File: config.mk
export PLATFORM = sky130hd
export DESIGN_NAME = fcge_front
export DESIGN_NICKNAME = d
export VERILOG_FILES = /design/src/hdl/fcge_pkg.sv /design/src/hdl/fcge_front.sv
export SDC_FILE = /design/constraint.sdc
export NUM_CORES = 1
export LEC_CHECK = 0
export BUFFER_PORTS_ARGS = -buffer_cell sky130_fd_sc_hd__clkbuf_2
export CORE_ASPECT_RATIO = 1.2
export CORE_MARGIN = 2
export CORE_UTILIZATION = 55
export DETAILED_ROUTE_END_ITERATION = 10
export GPL_TIMING_DRIVEN = 1
export PLACE_DENSITY = 0.83
export SYNTH_ARGS = -nofsm -noshare
export SYNTH_HDL_FRONTEND = slang
export SYNTH_SLANG_ARGS = --single-unit
File: constraint.sdc
create_clock -name clk -period 12.1 [get_ports clk]
set_clock_uncertainty 0.15 [all_clocks]
set_input_delay 0.605 -clock clk [delete_from_list [all_inputs] [get_ports clk]]
set_output_delay 0.605 -clock clk [all_outputs]
set_load 0.02 [all_outputs]
File: src/hdl/fcge_pkg.sv
// ----------------------------------------------------------------------------
// fcge_pkg
// shared types and constants for the fifo/clock/ghost replacement block
// ----------------------------------------------------------------------------
package fcge_pkg;

    localparam int ENTRIES   = 1024;
    localparam int IDX_W     = $clog2(ENTRIES);
    localparam int PTR_W     = IDX_W + 1;
    localparam int KEY_BITS  = 64;
    localparam int SIZE_W    = 21;
    localparam int CFG_W     = 32;
    localparam int BYTES_W   = 33;
    localparam int CNT_W     = IDX_W + 1;
    localparam int CQ_DEPTH  = 2;

    localparam logic [PTR_W-1:0] NIL = PTR_W'(ENTRIES);

    localparam logic [2:0] REG_CAPACITY = 3'd0;
    localparam logic [2:0] REG_FIFO_BUD = 3'd1;
    localparam logic [2:0] REG_CLK_BUD  = 3'd2;
    localparam logic [2:0] REG_GHO_BUD  = 3'd3;
    localparam logic [2:0] REG_LAZY     = 3'd4;
    localparam logic [2:0] REG_META     = 3'd5;

    localparam logic [1:0] QID_FREE  = 2'd0;
    localparam logic [1:0] QID_FIFO  = 2'd1;
    localparam logic [1:0] QID_CLOCK = 2'd2;
    localparam logic [1:0] QID_GHOST = 2'd3;

    localparam logic REQ_ACCESS = 1'b0;
    localparam logic REQ_REMOVE = 1'b1;

    typedef struct packed {
        logic                remove;
        logic [KEY_BITS-1:0] key;
        logic [SIZE_W-1:0]   size;
    } cmd_t;

    typedef struct packed {
        logic hit;
        logic ghost_hit;
        logic removed;
        logic table_overflow;
    } res_t;

    typedef struct packed {
        logic [CFG_W-1:0] capacity;
        logic [CFG_W-1:0] fifo_budget;
        logic [CFG_W-1:0] clock_budget;
        logic [CFG_W-1:0] ghost_budget;
        logic             lazy;
        logic             meta;
    } cfg_t;

endpackage

File: src/hdl/fcge_front.sv
// ----------------------------------------------------------------------------
// fcge_front
// request intake and short command queue feeding the policy engine
// ----------------------------------------------------------------------------
module fcge_front
    import fcge_pkg::*;
(
    input  logic                clk,
    input  logic                rst_n,
    input  logic                push,
    output logic                full,
    input  logic                req_type,
    input  logic [KEY_BITS-1:0] object_key,
    input  logic [SIZE_W-1:0]   object_size,
    output logic                cmd_valid,
    output cmd_t                cmd,
    input  logic                cmd_take
);

    cmd_t                 q_reg [CQ_DEPTH];
    logic [CQ_DEPTH-1:0]  v_reg;
    logic [CQ_DEPTH-1:0]  v_next;
    logic                 wr_reg;
    logic                 rd_reg;
    logic                 wr_en;
    logic                 rd_en;

    assign full      = v_reg[wr_reg];
    assign cmd_valid = v_reg[rd_reg];
    assign cmd       = q_reg[rd_reg];
    assign wr_en     = push && !full;
    assign rd_en     = cmd_take && cmd_valid;

    always_comb
    begin
        v_next = v_reg;
        if (wr_en)
            v_next[wr_reg] = 1'b1;
        if (rd_en)
            v_next[rd_reg] = 1'b0;
    end

    always_ff @(posedge clk)
    begin
        if (wr_en)
        begin
            q_reg[wr_reg].remove <= (req_type == REQ_REMOVE);
            q_reg[wr_reg].key    <= object_key;
            q_reg[wr_reg].size   <= object_size;
        end
    end

    always_ff @(posedge clk or negedge rst_n)
    begin
        if (!rst_n)
        begin
            v_reg  <= '0;
            wr_reg <= 1'b0;
            rd_reg <= 1'b0;
        end
        else
        begin
            v_reg <= v_next;
            if (wr_en)
                wr_reg <= ~wr_reg;
            if (rd_en)
                rd_reg <= ~rd_reg;
        end
    end

endmodule

==> flow_summary.ini, run 1 <==
[run_status]
status = complete, no violations

[grt]
grt_pass1_vias = 3392
overflow = 0
antenna_found_initial = 2
grt_pass1_wl_mm = 17.2
grt_max_degree = 67
grt_util_all_layers = 0.173

[critical_path]
crit_arrival_ns = 2.73
cpPeakStageDelay_ns = 0.96
slowest_stage = dfrtp_4
cp-end-kind = output port
cp_cell_sequence = buf_4 -> mux2_4 -> clkbuf_2
regToRegSetupSlack_ns = 10.12
critPathLaunchType = register
path_class = register to output port
crit_path_max_fanout = 47
required_ns = 11.35

[route]
avgRoutedWirePerCell_um = 17.8
num_vias = 3258
firstDrtPassIters = 5
wl_mm = 11.6
drtIter0Drc = 186
viasPerCell = 5.00
ant_nets = 0
drc = 0

[timing]
holdWs_ns = 0.235
relSlewSlack = 0.418
tns_ns = 0
hold_viol = 0
setup_viol = 0
slew_violations = 0
rsz0062_at_grt = false
fin_ws_ns = 8.62
max_freq_ghz = 0.287
layout_worst_path_cycle_share = 0.288
min_period_ns = 3.48
worstMarginPinSlew_ns = 0.873

[placed_design]
dpl.cell_count = 618
io_buffers = 177
dp_hpwl_mm = 7.76
place_ws_ns = 9.04
placed_area_um2 = 7790
place_congestion = 0.725

[clock_tree]
cts.path.max_buffers = 2
cts_sinks = 176
ctsHoldBuffers = 1
clkTransAtPathRegs_ns = 0.06
postCtsSetupBuffers = 0
clock-root-buffer = clkbuf_16
cts_tree = built
numCtsBuffers = 17
cts-htree-levels = 4
insertion_delay_ns = 0.40
cts_resized = 0

[synth]
synth_top_family_by_area = multiplexers
synth_fa_ha_area_frac = 0
synth.avg_cell_area_um2 = 24.0
yosysSeqAreaShare = 0.770
synth_compound_gate_area_share = 0.00549
synth.area.mux_share = 0.193
ys_ff_latch = 176
synthCells = 285
syn_nets = 375
yosys.area_share.simple = 0.00348
synth_xor_area_frac = 0
syn_area_um2 = 6830
ys_warn_count = 0
synth_cell_types = 14

[power]
ir_worst_vdd_uv = 134
p_sw_mw = 0.636
seqPwrFrac = 0.420
total_leakage_power_nw = 3.44
finalPower_mw = 2.07
p_sw_frac = 0.308
power_density_nw_per_um2 = 246
p_clk_frac = 0.261
internal_power_mw = 1.43
p_comb_frac = 0.318

[layout]
n_fill_cell = 827
largest_reg_flops = 172
drive_above_1_share = 0.616
fin_area_um2 = 8400
final_util = 0.693
syn2layout_area_growth_pct = 22.8
stdcell_count = 652
layout.nets = 567

[hold_path]
hold_path.class = input pin to register

[die]
rows = 44
initial_core_util = 0.564
core_um2 = 12100
die_w_um = 106
chipHeight_um = 126
ios = 178
die-area_um2 = 13300

[job]
cap_viol_max_count = 0
[layer usage]
| layer | up-vias | GRT usage | share of wire |
|---|---|---|---|
| li1 | 1517 | - | - |
| met1 | 1623 | 0.191 | 0.37 |
| met2 | 105 | 0.310 | 0.55 |
| met3 | 11 | 0.0569 | 0.059 |
| met4 | 2 | 0.0650 | 0.015 |
| met5 | - | 0 | 0.0012 |
[critical path, delay by kind of cell (launching register included)]
family | cells | cell delay [ns]
mux | 1 | 0.36
buf+inv | 2 | 0.96
flops | 1 | 0.96
[cells by family after synthesis]
group | after synthesis
buf+inv | 11
simple gates | 4
mux | 88
compound gates | 6
flops | 176
[layout by cell type, fill, tap and decap left out, types with 3 or more instances in the layout]
cell	n
buf_4	5
bufinv_16	3
clkbuf_16	17
clkbuf_2	177
clkinvlp_4	3
dfrtp_1	3
edfxtp_1	172
mux2_4	87
[synth_stat cells (all sizes together)]
library cell,n,area [µm²]
edfxtp,172,5160
mux2,88,1320
buf,10,186
dfrtp,4,100
a21o,2,15.0
a21oi,2,10.0
a31oi,2,12.5
nand2b,2,12.5
inv,1,3.75
nor2,1,3.75
nor3b,1,7.51
[cell type report]
cell class                      count  area, µm²  area share
Timing Repair Buffer              183        933       0.111
Multi-Input combinational cell     98       1390       0.166
Tap cell                          161        201      0.0240
Sequential cell                   176       5270       0.628
Inverter                            1       3.75    0.000447
Clock inverter                     14        165      0.0197
Antenna cell                        1       2.50    0.000298
Clock buffer                       18        429      0.0511
[worst paths after layout]
| check | from | endpoint | depth (start not counted) |
|---|---|---|---|
| max | rd_reg | cmd[40] | 3 |
| min | object_key[15] | q_reg[0][36] | 1 |
| max reg2reg | wr_reg | q_reg[0][55] | 2 |
| min reg2reg | v_reg[1] | rd_reg | 1 |
| max in group asynchronous | rst_n | rd_reg | 2 |
| min in group asynchronous | rst_n | rd_reg | 2 |
[power by group through the flow]
| stage | sequential [mW] | clock [mW] | combinational (mW) |
|---|---|---|---|
| floorplan | 0.853 | 0 | 0.579 |
| global placement | 0.875 | 0 | 0.660 |
| detailed placement | 0.883 | 0 | 0.668 |
| CTS | 0.872 | 0.549 | 0.670 |
| global route | 0.881 | 0.574 | 0.695 |
| finish | 0.870 | 0.540 | 0.659 |
(Power assumes the default switching activity.)
==> run 2, diff against run 1 <==
Settings changed: CORE_UTILIZATION 55 to 47, PLACE_DENSITY 0.83 to 0.75.
Clock period 12.1 ns to 3 ns, I/O delays scaled along.
==> run 2 against run 1 <==
Flip-flop and latch count unchanged; core utilization decreased by 4.3 points; hold slack improved by 0.081 ns; register-to-register slack worse by 9.4 ns; count of clock-buffer cells in the layout stayed put; total power rose to 4.0 times the previous value; design area grew 11%; critical path depth unchanged.
==> flow_summary.ini, run 2 (same netlist as run 1, synthesis figures left out) <==
[route]
drtIter0Drc = 166
viasPerCell = 4.88
firstDrtPassIters = 7
ant_nets = 0
drc = 0
avgRoutedWirePerCell_um = 17.4
wl_mm = 13.2
num_vias = 3693

[die]
core_um2 = 14300
chipHeight_um = 136
die-area_um2 = 15500
initial_core_util = 0.478
rows = 48
ios = 178
die_w_um = 114

[clock_tree]
clkTransAtPathRegs_ns = 0.06
clock-root-buffer = clkbuf_16
numCtsBuffers = 17
cts.path.max_buffers = 2
cts_resized = 0
cts_tree = built
cts_sinks = 176
postCtsSetupBuffers = 0
cts-htree-levels = 4
ctsHoldBuffers = 91
insertion_delay_ns = 0.41

[run_status]
status = complete, no violations

[timing]
tns_ns = 0
slew_violations = 0
relSlewSlack = 0.539
max_freq_ghz = 0.395
setup_viol = 0
layout_worst_path_cycle_share = 0.844
rsz0062_at_grt = false
hold_viol = 0
min_period_ns = 2.53
holdWs_ns = 0.316
worstMarginPinSlew_ns = 0.692
fin_ws_ns = 0.467

[power]
ir_worst_vdd_uv = 488
total_leakage_power_nw = 3.81
finalPower_mw = 8.34
power_density_nw_per_um2 = 897

[layout]
diodes = 0
regArea_um2 = 5270
drive_above_1_share = 0.515
n_fill_cell = 977
syn2layout_area_growth_pct = 36.0
final_cell_mix = clkbuf_2, edfxtp_1, dlygate4sd3_1
layout.nets = 658
largest_reg_flops = 172
multi_input_area_um2 = 1400
final_common_cell = clkbuf_2

[hold_path]
worstHoldStart = object_key[36]
hold_path.class = input pin to register

[placed_design]
io_buffers = 177
place_ws_ns = 0.872
dp_hpwl_mm = 7.60
place_congestion = 0.728

[critical_path]
required_ns = 2.70
crit_arrival_ns = 2.23
regToRegSetupSlack_ns = 0.77
r2r_start = rd_reg
cp-startpoint = rd_reg
crit_path_max_fanout = 33
critPathLaunchType = register
cp-end-kind = output port
path_class = register to output port

[grt]
grt_util_all_layers = 0.175
grt_pass1_vias = 4031
overflow = 0
antenna_found_initial = 0
grt_pass1_wl_mm = 20.0
grt_max_degree = 51

[job]
cap_viol_max_count = 0
==> run 2: worst max-delay path: stages (launching register included) <==
cell,delay (ns)
dfrtp_4,0.86
buf_4,0.45
mux2_4,0.34
clkbuf_2,0.16
==> run 2: where the power goes <==
part	total, mW	internal, mW	switching [mW]	leakage (nW)
registers	3.49	3.22	0.263	1.63
logic	2.87	1.36	1.52	1.93
clock network	1.98	1.12	0.864	0.254
==> run 2: final cells by class <==
class,count,area share
tap,175,0.0235
timing repair buffer,274,0.202
clock buffer,18,0.0462
sequential,176,0.567
multi-input combinational,98,0.150
inverter,1,0.000404
clock inverter,14,0.0108
==> run 2: metal layers <==
layer  track usage  vias to the layer above  wire [µm]
li1              -                     1709          -
met1         0.184                     1829       5070
met2         0.320                      138       7220
met3        0.0593                       17        685
met4        0.0664                        0        220
met5             0                        -          0
==> run 2: worst paths after layout <==
| check | endpoint | cells past startpoint |
|---|---|---|
| min reg2reg | rd_reg | 1 |
| min in group asynchronous | wr_reg | 3 |
| max reg2reg | v_reg[1] | 3 |
| min | q_reg[1][57] | 2 |
| max in group asynchronous | rd_reg | 3 |
| max | cmd[16] | 3 |
==> run 2: per-stage QoR <==
stage                     std cells   util  area, µm²
final                           756  0.650       9300
after floorplan                 285      -       6850
after global placement          633  0.550       7860
after detailed placement        633  0.550       7860
after CTS                       756  0.650       9300
after global routing            756  0.650       9300
